==> config.mk <==
export PLATFORM = sky130hd
export DESIGN_NAME = integer_to_radix_text
export DESIGN_NICKNAME = d
export VERILOG_FILES = /design/src/rtl/itrt_pkg.sv /design/src/rtl/itrt_divider.sv /design/src/rtl/integer_to_radix_text.sv
export SDC_FILE = /design/constraint.sdc
export NUM_CORES = 1
export LEC_CHECK = 0
export ABC_AREA = 1
export ABC_CLOCK_PERIOD_IN_PS = 5200
export BUFFER_PORTS_ARGS = -buffer_cell sky130_fd_sc_hd__buf_4
export CAP_MARGIN = 10
export CORE_MARGIN = 10
export CORE_UTILIZATION = 30
export CTS_CLUSTER_DIAMETER = 120
export DETAILED_ROUTE_END_ITERATION = 16
export GPL_ROUTABILITY_DRIVEN = 1
export PLACE_DENSITY = 0.45
export SETUP_SLACK_MARGIN = 0.2
export SYNTH_ARGS = -nofsm -noshare
export SYNTH_HDL_FRONTEND = slang
export SYNTH_SLANG_ARGS = --single-unit
==> constraint.sdc <==
create_clock -name clk -period 5.2 [get_ports clk]
set_clock_uncertainty 0.2 [all_clocks]
set_input_delay 0 -clock clk [delete_from_list [all_inputs] [get_ports clk]]
set_output_delay 0 -clock clk [all_outputs]
set_load 0.02 [all_outputs]
==> src/rtl/itrt_pkg.sv <==
`timescale 1ns / 1ps
// itrt_pkg: types, constants and the digit-to-ASCII mapping for integer_to_radix_text.
// No dependencies; imported by itrt_divider and integer_to_radix_text.
package itrt_pkg;

    localparam int VALUE_WIDTH = 32;
    localparam int RADIX_W     = 6;
    localparam int CHAR_W      = 7;
    localparam int DIGIT_W     = 6;
    localparam int CNT_W       = $clog2(VALUE_WIDTH + 1);
    localparam int ADDR_W      = $clog2(VALUE_WIDTH);

    localparam logic [RADIX_W-1:0] RADIX_MIN      = 6'd2;
    localparam logic [RADIX_W-1:0] RADIX_MAX      = 6'd36;
    localparam logic [DIGIT_W-1:0] DECIMAL_DIGITS = 6'd10;

    localparam logic [CHAR_W-1:0] CHAR_ZERO  = 7'h30;  // '0'
    localparam logic [CHAR_W-1:0] CHAR_A     = 7'h41;  // 'A'
    localparam logic [CHAR_W-1:0] CHAR_MINUS = 7'h2D;  // '-'
    localparam logic [CHAR_W-1:0] CHAR_NONE  = 7'h00;

    typedef struct packed {
        logic signed [VALUE_WIDTH-1:0] value;
        logic [RADIX_W-1:0]            radix;
    } num_t;

    typedef struct packed {
        logic [CHAR_W-1:0] character;
        logic              last;
        logic              bad_radix;
    } char_t;

    // divider control and status
    typedef struct packed {
        logic start;   // load a new dividend
        logic resume;  // divide the previous quotient again
    } div_ctrl_t;

    typedef struct packed {
        logic               done;
        logic               quot_zero;
        logic [DIGIT_W-1:0] remainder;
    } div_sts_t;

    function automatic logic [CHAR_W-1:0] digit_to_char(input logic [DIGIT_W-1:0] d);
        logic [CHAR_W-1:0] dx;
        dx = {1'b0, d};
        if (d < DECIMAL_DIGITS)
            return CHAR_ZERO + dx;
        else
            return CHAR_A + dx - {1'b0, DECIMAL_DIGITS};
    endfunction

endpackage

==> src/rtl/itrt_divider.sv <==
`timescale 1ns / 1ps
// itrt_divider: bit-serial restoring divider, one quotient bit per cycle.
// Depends on itrt_pkg.
module itrt_divider (
    input  logic                                  clk,
    input  logic                                  rst_n,
    input  itrt_pkg::div_ctrl_t                   ctrl,
    input  logic [itrt_pkg::VALUE_WIDTH-1:0]      dividend,
    input  logic [itrt_pkg::RADIX_W-1:0]          radix,
    output itrt_pkg::div_sts_t                    sts
);
    import itrt_pkg::*;

    logic                   busy_reg,  busy_next;
    logic [CNT_W-1:0]       cnt_reg,   cnt_next;
    logic [VALUE_WIDTH-1:0] work_reg,  work_next;  // dividend in, quotient out
    logic [DIGIT_W-1:0]     rem_reg,   rem_next;
    logic                   q_any_reg, q_any_next;

    logic               done;
    logic [DIGIT_W:0]   rem_shift;
    logic               ge;

    assign done      = busy_reg && (cnt_reg == CNT_W'(VALUE_WIDTH));
    assign rem_shift = {rem_reg, work_reg[VALUE_WIDTH-1]};
    assign ge        = rem_shift >= {1'b0, radix};

    always_comb
    begin
        busy_next  = busy_reg;
        cnt_next   = cnt_reg;
        work_next  = work_reg;
        rem_next   = rem_reg;
        q_any_next = q_any_reg;
        if (ctrl.start || ctrl.resume)
        begin
            busy_next  = 1'b1;
            cnt_next   = '0;
            rem_next   = '0;
            q_any_next = 1'b0;
            if (ctrl.start)
                work_next = dividend;
        end
        else if (done)
        begin
            busy_next = 1'b0;
        end
        else if (busy_reg)
        begin
            rem_next   = ge ? DIGIT_W'(rem_shift - {1'b0, radix}) : rem_shift[DIGIT_W-1:0];
            work_next  = {work_reg[VALUE_WIDTH-2:0], ge};
            q_any_next = q_any_reg | ge;
            cnt_next   = cnt_reg + 1'b1;
        end
    end

    always_ff @(posedge clk or negedge rst_n)
    begin
        if (!rst_n)
        begin
            busy_reg  <= 1'b0;
            cnt_reg   <= '0;
            q_any_reg <= 1'b0;
        end
        else
        begin
            busy_reg  <= busy_next;
            cnt_reg   <= cnt_next;
            q_any_reg <= q_any_next;
        end
    end

    always_ff @(posedge clk)
    begin
        work_reg <= work_next;
        rem_reg  <= rem_next;
    end

    assign sts.done      = done;
    assign sts.quot_zero = !q_any_reg;
    assign sts.remainder = rem_reg;

endmodule

==> src/rtl/integer_to_radix_text.sv <==
`timescale 1ns / 1ps
// integer_to_radix_text: top level; control sequencer, digit store and output register.
// Depends on itrt_pkg and itrt_divider.
//
// Converts a signed VALUE_WIDTH-bit integer to ASCII text in base 2..36, one character per
// output transaction: '-' first for a negative value, then the digits most significant
// first ('0'-'9', 'A'-'Z'), with last set on the final character. Zero gives "0". The
// most negative value converts correctly. A radix outside 2..36 gives a single
// transaction with character 0, last 1 and bad_radix 1. The block takes one number at a
// time. Each digit costs one pass of the bit-serial divider. Once the quotient is zero,
// the sign goes out first for a negative value, then each digit takes a memory read and
// an output load, the load waiting while the output is stalled. The input is accepted
// again as soon as the last character sits in the output register.
module integer_to_radix_text (
    input  logic            clk,
    input  logic            rst_n,
    input  logic            num_valid,
    output logic            num_ready,
    input  itrt_pkg::num_t  num_data,
    output logic            char_valid,
    input  logic            char_ready,
    output itrt_pkg::char_t char_data
);
    import itrt_pkg::*;

    localparam logic [2:0] S_IDLE = 3'd0;
    localparam logic [2:0] S_DIV  = 3'd1;
    localparam logic [2:0] S_ERR  = 3'd2;
    localparam logic [2:0] S_SIGN = 3'd3;
    localparam logic [2:0] S_READ = 3'd4;
    localparam logic [2:0] S_EMIT = 3'd5;

    logic [2:0]         state_reg, state_next;
    logic               neg_reg,   neg_next;
    logic [RADIX_W-1:0] radix_reg, radix_next;
    logic [CNT_W-1:0]   cnt_reg,   cnt_next;     // digits held in the store
    logic               out_valid_reg, out_valid_next;
    char_t              out_reg,   out_next;

    // digit store, written low digit first, read back from the top
    logic [DIGIT_W-1:0] digit_mem [VALUE_WIDTH];
    logic [DIGIT_W-1:0] rd_data_reg;
    logic               mem_we;
    logic               mem_re;
    logic [ADDR_W-1:0]  wr_addr;
    logic [ADDR_W-1:0]  rd_addr;

    div_ctrl_t              div_ctrl;
    div_sts_t               div_sts;
    logic [VALUE_WIDTH-1:0] magnitude;

    logic accept;
    logic out_free;
    logic bad;

    assign num_ready = (state_reg == S_IDLE);
    assign accept    = num_valid && num_ready;
    assign out_free  = !out_valid_reg || char_ready;
    assign bad       = (num_data.radix < RADIX_MIN) || (num_data.radix > RADIX_MAX);

    // unsigned magnitude; the most negative value maps to 2^(VALUE_WIDTH-1)
    assign magnitude = num_data.value[VALUE_WIDTH-1] ? (~num_data.value + 1'b1)
                                                      : num_data.value;

    assign wr_addr = cnt_reg[ADDR_W-1:0];
    assign rd_addr = ADDR_W'(cnt_reg - 1'b1);

    itrt_divider u_div (
        .clk      (clk),
        .rst_n    (rst_n),
        .ctrl     (div_ctrl),
        .dividend (magnitude),
        .radix    (radix_reg),
        .sts      (div_sts)
    );

    always_comb
    begin
        state_next     = state_reg;
        neg_next       = neg_reg;
        radix_next     = radix_reg;
        cnt_next       = cnt_reg;
        out_valid_next = out_valid_reg && !char_ready;
        out_next       = out_reg;
        div_ctrl       = '0;
        mem_we         = 1'b0;
        mem_re         = 1'b0;

        case (state_reg)
            S_IDLE:
            begin
                if (accept)
                begin
                    neg_next   = num_data.value[VALUE_WIDTH-1];
                    radix_next = num_data.radix;
                    cnt_next   = '0;
                    if (bad)
                        state_next = S_ERR;
                    else
                    begin
                        div_ctrl.start = 1'b1;
                        state_next     = S_DIV;
                    end
                end
            end
            S_DIV:
            begin
                if (div_sts.done)
                begin
                    mem_we   = 1'b1;
                    cnt_next = cnt_reg + 1'b1;
                    if (div_sts.quot_zero)
                        state_next = neg_reg ? S_SIGN : S_READ;
                    else
                        div_ctrl.resume = 1'b1;
                end
            end
            S_ERR:
            begin
                if (out_free)
                begin
                    out_valid_next     = 1'b1;
                    out_next.character = CHAR_NONE;
                    out_next.last      = 1'b1;
                    out_next.bad_radix = 1'b1;
                    state_next         = S_IDLE;
                end
            end
            S_SIGN:
            begin
                if (out_free)
                begin
                    out_valid_next     = 1'b1;
                    out_next.character = CHAR_MINUS;
                    out_next.last      = 1'b0;
                    out_next.bad_radix = 1'b0;
                    state_next         = S_READ;
                end
            end
            S_READ:
            begin
                mem_re     = 1'b1;
                state_next = S_EMIT;
            end
            S_EMIT:
            begin
                if (out_free)
                begin
                    out_valid_next     = 1'b1;
                    out_next.character = digit_to_char(rd_data_reg);
                    out_next.last      = (cnt_reg == CNT_W'(1));
                    out_next.bad_radix = 1'b0;
                    cnt_next           = cnt_reg - 1'b1;
                    state_next         = (cnt_reg == CNT_W'(1)) ? S_IDLE : S_READ;
                end
            end
            default:
            begin
                state_next = S_IDLE;
            end
        endcase
    end

    always_ff @(posedge clk or negedge rst_n)
    begin
        if (!rst_n)
        begin
            state_reg     <= S_IDLE;
            cnt_reg       <= '0;
            out_valid_reg <= 1'b0;
        end
        else
        begin
            state_reg     <= state_next;
            cnt_reg       <= cnt_next;
            out_valid_reg <= out_valid_next;
        end
    end

    always_ff @(posedge clk)
    begin
        neg_reg   <= neg_next;
        radix_reg <= radix_next;
        out_reg   <= out_next;
    end

    always_ff @(posedge clk)
    begin
        if (mem_we)
            digit_mem[wr_addr] <= div_sts.remainder;
        if (mem_re)
            rd_data_reg <= digit_mem[rd_addr];
    end

    assign char_valid = out_valid_reg;
    assign char_data  = out_reg;

    // an error transaction is always the only, hence last, one
    a_bad_is_last: assert property (@(posedge clk) disable iff (!rst_n)
        char_valid && char_data.bad_radix |-> char_data.last)
        else $error("bad_radix transaction without last");

    // a number never needs more digits than VALUE_WIDTH
    a_cnt_range: assert property (@(posedge clk) disable iff (!rst_n)
        cnt_reg <= CNT_W'(VALUE_WIDTH))
        else $error("digit count overflow");

    // the store is never read empty
    a_read_nonempty: assert property (@(posedge clk) disable iff (!rst_n)
        state_reg == S_READ |-> cnt_reg != '0)
        else $error("digit store read while empty");

    // divider results only show up while the sequencer waits for them
    a_done_in_div: assert property (@(posedge clk) disable iff (!rst_n)
        div_sts.done |-> state_reg == S_DIV)
        else $error("divider finished outside divide phase");

endmodule
* Word-level counts from Yosys, hierarchy flattened
Memory sizes are Yosys's and may differ from the RTL's. A register that Yosys moved wholly into a read port is not among the register bits.
Cells that the tools add are included.
W data, S select, Z words.
** Operators by class
- Add/subtract/negate cells :: 8
- $mul :: 0
- Divide/modulo/power cells :: 0
- $lt $le $gt $ge :: 4
- Equal/unequal tests :: 15
- Shift-type cells :: 0
- Mux-type cells :: 46
- Bitwise operators :: 3
- Reduce and logical (&&, ||, !) cells :: 21
** Operators by type and width (number)
- $mux W32 :: 5
- $mux W6 :: 7
- $add A32 B1 Y32 const B :: 1
- $not A32 Y32 :: 1
- $mux W9 :: 3
- $pmux W9 S3 :: 1
- $mux W3 :: 8
- $mux W1 :: 18
- $pmux W3 S6 :: 1
- $pmux W6 S3 :: 1
- $add A6 B1 Y6 const B :: 2
- $ne A2 B2 Y1 const B :: 5
- $reduce_and A4 Y1 :: 2
- $add A6 B6 Y7 const A :: 1
- $add A7 B6 Y7 const A :: 1
- $ge A7 B6 Y1 :: 1
- $mux W7 :: 1
- $sub A7 B4 Y7 const B :: 1
- $eq A3 B2 Y1 const B :: 2
- $eq A3 B3 Y1 const B :: 2
- $eq A6 B1 Y1 const B :: 1
- $eq A6 B6 Y1 const B :: 1
- $gt A6 B6 Y1 const B :: 1
- $lt A6 B2 Y1 const B :: 1
- other kinds (18) :: 29
** Storage, ports and cells
- Flip-flop bits (word level) :: 72
- Latch bits :: 0
- Bits in writable memories :: 192
- ROM bits :: 0
- Input bits :: 42
- Output and inout bits :: 11
- Word-level logic and storage cells :: 111
- Memories kept :: 1
** Memory list
- digit_mem :: words 32, width 6, rd ports 1, clocked after memory_dff 1, wr ports 1, line integer_to_radix_text.sv:41 : logic [DIGIT_W-1:0] digit_mem [VALUE_WIDTH];

* Depth between registers and ports, before layout
Gate-level depths: netlist (run 1).
- Depth in word-level cells :: 8
- Gate-level depth with buffers :: 14
- Gate-level depth less buffers :: 11

* Hierarchy
Synthesis (run 1) repeated with hierarchy kept, for this count alone.
** Unflattened totals
- Cell total of the unflattened synthesis :: 1478
- Area total of the unflattened synthesis :: 13432.9 µm²
** Modules (own cells, without submodules)
- integer_to_radix_text :: times used 1, cells each 1199, area an instance 11004.3 µm², sequential area each 6676.4 µm²
- itrt_divider :: times used 1, cells each 279, area an instance 2428.6 µm², sequential area each 1281.2 µm²

* Worst setup path before layout (run 1)
OpenSTA, ideal clock, no wires.
- Path kind :: reg-to-reg
- From :: register cnt_reg[0]
- To :: register rd_data_reg[4] (read register of digit_mem), data pin
- Setup time :: 253 ps
- Data arrival time :: 1915 ps
- Data required time :: 4747 ps
- Path slack :: 2833 ps
- Stages on the path, launching flop included :: 15
- Path buffers :: 5
- Clock period less this slack :: 2367 ps
- Cell sequence :: dfrtp_1 -> buf_6 -> inv_4 -> buf_2 -> ha_1 -> buf_2 -> buf_2 -> buf_2 -> nor2_1 -> o21ai_0 -> o211ai_1 -> nand3_1 -> nand2_1 -> nand2_1 -> nand2_1
** On the way
- Cells in the longest elaborated chain, start to end :: 1
** Ends and longest elaborated chain
- start, declared :: line integer_to_radix_text.sv:36 : logic [CNT_W-1:0] cnt_reg, cnt_next;
- start signal, assigned :: line integer_to_radix_text.sv:175 : cnt_reg <= cnt_next;
- $sub A6 B1 Y6
- end, declared :: line integer_to_radix_text.sv:42 : logic [DIGIT_W-1:0] rd_data_reg;
No other way between the ends.
A chain may end at the register's enable or synchronous reset.

* Final worst setup path (run 1)
- From :: register state_reg[2]
- To :: register u_div.work_reg[13], data pin
** On the way
- Cells in the longest elaborated chain, start to end :: 6
- Elaborated cells between the ends (all ways) :: 8
- Classes of those cells :: eq/ne: 1; mux: 4; reduce/logical: 3
** Ends and longest elaborated chain
- start, declared :: line integer_to_radix_text.sv:33 : logic [2:0] state_reg, state_next;
- start signal, assigned :: line integer_to_radix_text.sv:174 : state_reg <= state_next;
- $logic_not A3 Y1 :: line integer_to_radix_text.sv:56, integer_to_radix_text.sv:89
- $logic_and A1 B1 Y1 :: line integer_to_radix_text.sv:57 : assign accept = num_valid && num_ready;
- $mux W1 :: line integer_to_radix_text.sv:92 : if (accept)
- $mux W1 :: line integer_to_radix_text.sv:89 : case (state_reg)
- $logic_or A1 B1 Y1 (*) :: line itrt_divider.sv:35 : if (ctrl.start || ctrl.resume)
- $mux W32 (*) :: line itrt_divider.sv:35
- via u_div.work_next[13] :: line itrt_divider.sv:16 : logic [VALUE_WIDTH-1:0] work_reg, work_next;
- end signal, assigned :: line itrt_divider.sv:75 : work_reg <= work_next;
- end, declared :: line itrt_divider.sv:16
Mark *: on every way through the listed nets, which the timed path passes. The rest lies on a longest branch.

==> results.cfg, run 1 <==
[timing]
fmax_ghz = 0.2803
hold_viol_final = 0
slew_viol_final = 0
period_share_pct = 68.61
worst_slew_pin_slew_ns = 1.071
setup_viol = 0
max_slew_margin_pct = 28.60
finalSetupTns_ns = 0
rsz0062_at_grt = false
finalCriticalPeriod_ns = 3.568

[clock_tree]
cts_sinks = 270
path_clk_slew_ns = 0.06
root_buffer = clkbuf_16
cts_tree = yes
h-tree-depth = 2
cts-resized-gates = 0
numCtsBuffers = 34
clockBufferDepth = 3
insertion_delay_ns = 0.51

[power]
p_per_area_nw_per_um2 = 565.8
p_leak_nw = 5.731
peakVddDrop_mv = 0.1915
total_power_mw = 8.693

[detailed_routing]
antenna_left = 0
drt_drc_violations_left = 0
routed_wl_um = 34690
drtIter0Drc = 536
drt-pass1-iter-count = 5
via_per_inst = 4.802
vias = 9297
wire_per_inst_um = 17.92

[final_layout]
largest_register_ff_count = 192
final_common_cell = nor2_1
utilization_pct = 36.62
fin_nets = 1432
layout_common_cells = 248 x nor2_1, 246 x edfxtp_1, 224 x nand2_1, 131 x o21ai_0, 86 x nand3_1
design_area_um2 = 15360
syn_to_final_growth_pct = 20.73
drive_above_1_share_pct = 10.96

[worst_hold_path]
hold_depth = 2
min_path_type = input pin to flip-flop

[logic_synthesis]
ys_ff_latch = 270
synth_fp_nets = 1320
yosys.area_share.adder_pct = 1.731
synth_top_family_by_area = simple AND/OR/NAND/NOR gates
synth_compound_area_share_pct = 10.06
seq_area_frac_synth_pct = 62.54
synthSimpleGateAreaFrac_pct = 19.76
yosysUniqueCellTypes = 43
synthMuxAreaShare_pct = 0
synth-xor-area-share_pct = 1.357
synth_cells = 1261
synth_area_um2 = 12720
avgSynthCellArea_um2 = 10.09
synth-main-ff-cell = edfxtp_1
synth_edf_count = 246
synthArstFlopShare_pct = 6.667
ys_warn_count = 0

[worst_setup_path]
reg2reg_depth = 9
cp.required_ns = 5.26
criticalPathCategory = flip-flop to flip-flop
worstPathMaxFanout = 51
end_kind = flip-flop
crit_arrival_ns = 3.63
start_kind = flip-flop

[place]
port_buffers = 52
hpwlAfterDp_um = 22230
place.gp.congestion = 0.8007
placed_area_um2 = 13600

[grt]
grt.overflow.total = 0
antenna_found_initial = 1
grt_usage_pct = 13.59
grt_pass1_wl_um = 54630
grt_max_degree = 101
grt_pass1_vias = 9497

[die]
die_w_um = 226.0
die_y_um = 226.0
initial_core_util_pct = 30.34
core_area_um2 = 41950
rows = 75
io-pin-count = 53
dieArea_um2 = 51050

[outcome]
outcome = complete, no violations

[run]
maxCapViolCount = 0
-- path summary, 6_finish.rpt --
| check | slack (ns) | from | end |
|---|---|---|---|
| max | 1.63 | state_reg[2] | u_div.work_reg[13] |
| min | 0.03 | num_data[4] | radix_reg[4] |
| max reg2reg | 1.63 | state_reg[2] | u_div.work_reg[13] |
| min reg2reg | 0.32 | u_div.work_reg[28] | u_div.work_reg[29] |
| max in group asynchronous | 3.69 | rst_n | cnt_reg[0] |
| min in group asynchronous | 0.49 | rst_n | state_reg[1] |
-- synth_stat cells, drive strengths merged (2+ instances only) --
cell type	instances	share of area, %
o21ai	145	5.8
nand3b	2	0.12
nand3	89	3.6
nand2	230	6.9
a21oi	18	0.80
o22ai	2	0.098
dfrtp	18	3.5
inv	77	2.3
nor3	8	0.31
dfxtp	6	0.94
nor2	258	7.9
edfxtp	246	58
o211ai	49	2.9
xor2	6	0.47
or2	2	0.098
ha	16	1.6
nand4	15	0.74
buf	34	1.7
clkbuf	19	0.56
xnor2	12	0.88
-- routing by layer --
| metal | track usage [%] | vias to the layer above | share of wire, % |
|---|---|---|---|
| met5 | 0 | - | 0 |
| met4 | 4.096 | 0 | 2.2 |
| met3 | 1.907 | 54 | 2.7 |
| met2 | 23.23 | 152 | 50 |
| met1 | 17.45 | 4499 | 45 |
| li1 | - | 4592 | - |
-- worst max-delay path, stage by stage, from the launching register on --
cell and delay [ns]:
dfrtp_1 0.43, nor2_2 0.17, nand2_2 0.10, nor2_2 0.45, nand2_2 0.14, nand2_2 0.49
inv_2 0.51, nand2_1 0.15, o21ai_0 0.10, dlygate4sd3_1 0.56
-- through the flow --
| step | std cells | hold slack, ns | worst slack, ns |
|---|---|---|---|
| after global placement | 1810 | -0.3045 | 2.017 |
| after detailed placement | 1810 | -0.3085 | 2.020 |
| after floorplan | 1261 | -0.4956 | 2.833 |
| after global routing | 1936 | 0.02452 | 1.240 |
| final | 1936 | 0.03090 | 1.632 |
| after CTS | 1934 | 0.008080 | 1.538 |
-- report_power, final --
group | total, mW | switching (mW) | internal [mW]
clock | 2.32 | 0.920 | 1.40
combinational | 3.26 | 2.28 | 0.984
sequential | 3.11 | 0.147 | 2.96
-- final cells by class --
type,count,area (µm²)
tap,539,674.4
timing repair buffer,129,1141
fill,4231,26580
clock buffer,42,954.7
inverter,77,291.5
multi-input combinational,861,4190
clock inverter,17,148.9
antenna,1,2.502
sequential,270,7959
-- cell families after synthesis --
group	Yosys count
AND/OR/NAND/NOR	605
buffers and inverters	130
adder cells (fa/ha/maj)	17
XOR/XNOR	18
flip-flops	270
AO/OA/AOI/OAI	221
-- repair_timing --
item | 4_1_cts | 5_1_grt
setup buffers | 0 | 0
hold endpoints to repair | 74 | 0
hold buffers | 65 | 0
(Power assumes the default switching activity.)
==> inputs of run 2 (changes only) <==
- ABC_CLOCK_PERIOD_IN_PS: 5200 -> 2900
- PLACE_DENSITY: 0.45 -> 0.46
- clock period: 5.2 -> 2.9 ns (I/O delays scaled with it)
==> run 2 against run 1 <==
Sequential power is 79% higher. Count of clock-buffer cells in the layout is 2 lower. Clock power is 78% higher. First-iteration DRC count is 25% higher. Total power is 82% higher. Die area stayed put. Worst setup slack worse by 1.3 ns. Critical endpoint is now u_div.work_reg[10]. Largest power group unchanged.
==> results.cfg, run 2 (synthesized netlist as in run 1, its figures left out) <==
[worst_setup_path]
max_stage_delay_ns = 0.57
worstPathMaxFanout = 4
criticalPathCategory = input pin to flip-flop
critPathTopFamily = buffers and inverters
crit_slowest_cell = dlygate4sd3_1
cp.required_ns = 3.02
regToRegSetupSlack_ns = 0.33
end_kind = flip-flop
start_kind = input pin
crit_path_cell_trace = dlygate4sd3_1 -> buf_4 -> inv_1 -> ha_1 -> nand2_1 -> nand2_2 -> nand2_2 -> nor2_2 -> nand2_1 -> dlygate4sd3_1 -> nand3_1 -> dlygate4sd3_1 -> nand2_1
crit_arrival_ns = 2.73
timing.critical_path.buf_inv = 5

[detailed_routing]
drt_drc_violations_left = 0
via_per_inst = 4.781
routed_wl_um = 35300
drtIter0Drc = 671
wire_per_inst_um = 17.66
drt-pass1-iter-count = 6
vias = 9558
antenna_left = 0

[outcome]
outcome = complete, no violations

[die]
io-pin-count = 53
dieArea_um2 = 51050
die_y_um = 226.0
die_w_um = 226.0
core_area_um2 = 41950
initial_core_util_pct = 30.34
rows = 75

[final_layout]
largest_register_ff_count = 192
syn_to_final_growth_pct = 25.16
drive_above_1_share_pct = 14.33
final_common_cell = edfxtp_1
utilization_pct = 37.97
layout_common_cells = 246 x edfxtp_1, 241 x nor2_1, 219 x nand2_1, 131 x o21ai_0, 108 x buf_4
fin_nets = 1492

[clock_tree]
path_clk_slew_ns = 0.06
h-tree-depth = 1
insertion_delay_ns = 0.59
root_buffer = clkbuf_16
clockBufferDepth = 3
cts_tree = yes
cts_sinks = 270
numCtsBuffers = 31

[grt]
grt_pass1_vias = 9579
grt.overflow.total = 0
grt_pass1_wl_um = 55210
antenna_found_initial = 0
grt_usage_pct = 13.74
grt_max_degree = 67

[timing]
finalCriticalPeriod_ns = 2.611
setup_viol = 0
period_share_pct = 90.04
worst_slew_pin_slew_ns = 0.8979
rsz0062_at_grt = true
max_slew_margin_pct = 39.95
finalSetupTns_ns = 0
slew_viol_final = 0
hold_viol_final = 0
fmax_ghz = 0.3830

[worst_hold_path]
min_path_type = input pin to flip-flop

[place]
port_buffers = 52
hpwlAfterDp_um = 22670
place.gp.congestion = 0.8469

[power]
p_per_area_nw_per_um2 = 993.6
p_leak_nw = 6.037
peakVddDrop_mv = 0.5868

[run]
maxCapViolCount = 0
[run 2: cell count changes in the layout (fill, tap and decap cells not counted), moves of 2 or more]
| cell | delta |
|---|---|
| buf_4 | +46 |
| dlygate4sd3_1 | +16 |
| nor2_1 | -7 |
| clkbuf_16 | -6 |
| nand2_1 | -5 |
| nand2_2 | +5 |
| nor2_2 | +5 |
| clkinv_4 | -4 |
| bufinv_16 | +3 |
| clkbuf_8 | +3 |
| clkinv_1 | +2 |
| clkinv_2 | -2 |
| nor2_4 | +2 |
[run 2: worst register-to-register path, delay by kind of cell, from the launching register on]
family                     cells  cell delay [ns]
buffers and inverters          3             0.43
adders and majority gates      1             0.16
and+or+nand+nor                5             1.02
DFF                            1             0.39
[run 2: what timing repair did]
action	CTS	global route
hold endpoints to repair	89	0
hold buffers	82	0
gates resized for setup	0	17
setup endpoints to repair	0	60
buffers inserted	0	6
[run 2: final timing paths]
| path | from | to | cells past startpoint |
|---|---|---|---|
| min in group asynchronous | rst_n | cnt_reg[0] | 3 |
| min reg2reg | u_div.work_reg[13] | u_div.work_reg[14] | 2 |
| max reg2reg | u_div.cnt_reg[0] | digit_mem[27][5] | 9 |
| max | num_data[6] | u_div.work_reg[10] | 13 |
| min | char_ready | char_valid | 5 |
| max in group asynchronous | rst_n | cnt_reg[0] | 3 |
[run 2: area by class of cell]
type | instances | area, µm²
fill | 4106 | 26020
sequential | 270 | 7959
multi-input combinational | 861 | 4238
timing repair buffer | 192 | 1673
clock buffer | 40 | 849.6
tap | 539 | 674.4
inverter | 77 | 295.3
clock inverter | 18 | 232.7
antenna | 2 | 5.005
[run 2: metrics by stage]
step	instance area (µm²)	std cells	power, mW	setup WS, ns	hold slack, ns
floorplan	12720	1261	9.540	0.5326	-0.4956
global placement	13930	1852	11.69	0.3695	-0.3035
detailed placement	13930	1852	11.69	0.2003	-0.3001
CTS	15830	1992	16.02	0.2208	0.03432
global route	15920	1997	16.89	0.1432	0.08669
finish	15930	1999	15.82	0.2888	0.07126
[run 2: metal layers]
layer | up-vias | track usage, % | wire length (µm)
li1 | 4725 | - | -
met1 | 4620 | 18.12 | 16370
met2 | 168 | 23.24 | 16970
met3 | 45 | 2.101 | 1308
met4 | 0 | 3.115 | 657
met5 | - | 0 | 0
[run 2: power by group]
| group | internal [mW] | switching, mW | leakage (nW) |
|---|---|---|---|
| combinational | 1.89 | 4.23 | 2.95 |
| sequential | 5.31 | 0.260 | 2.56 |
| clock | 2.51 | 1.62 | 0.531 |
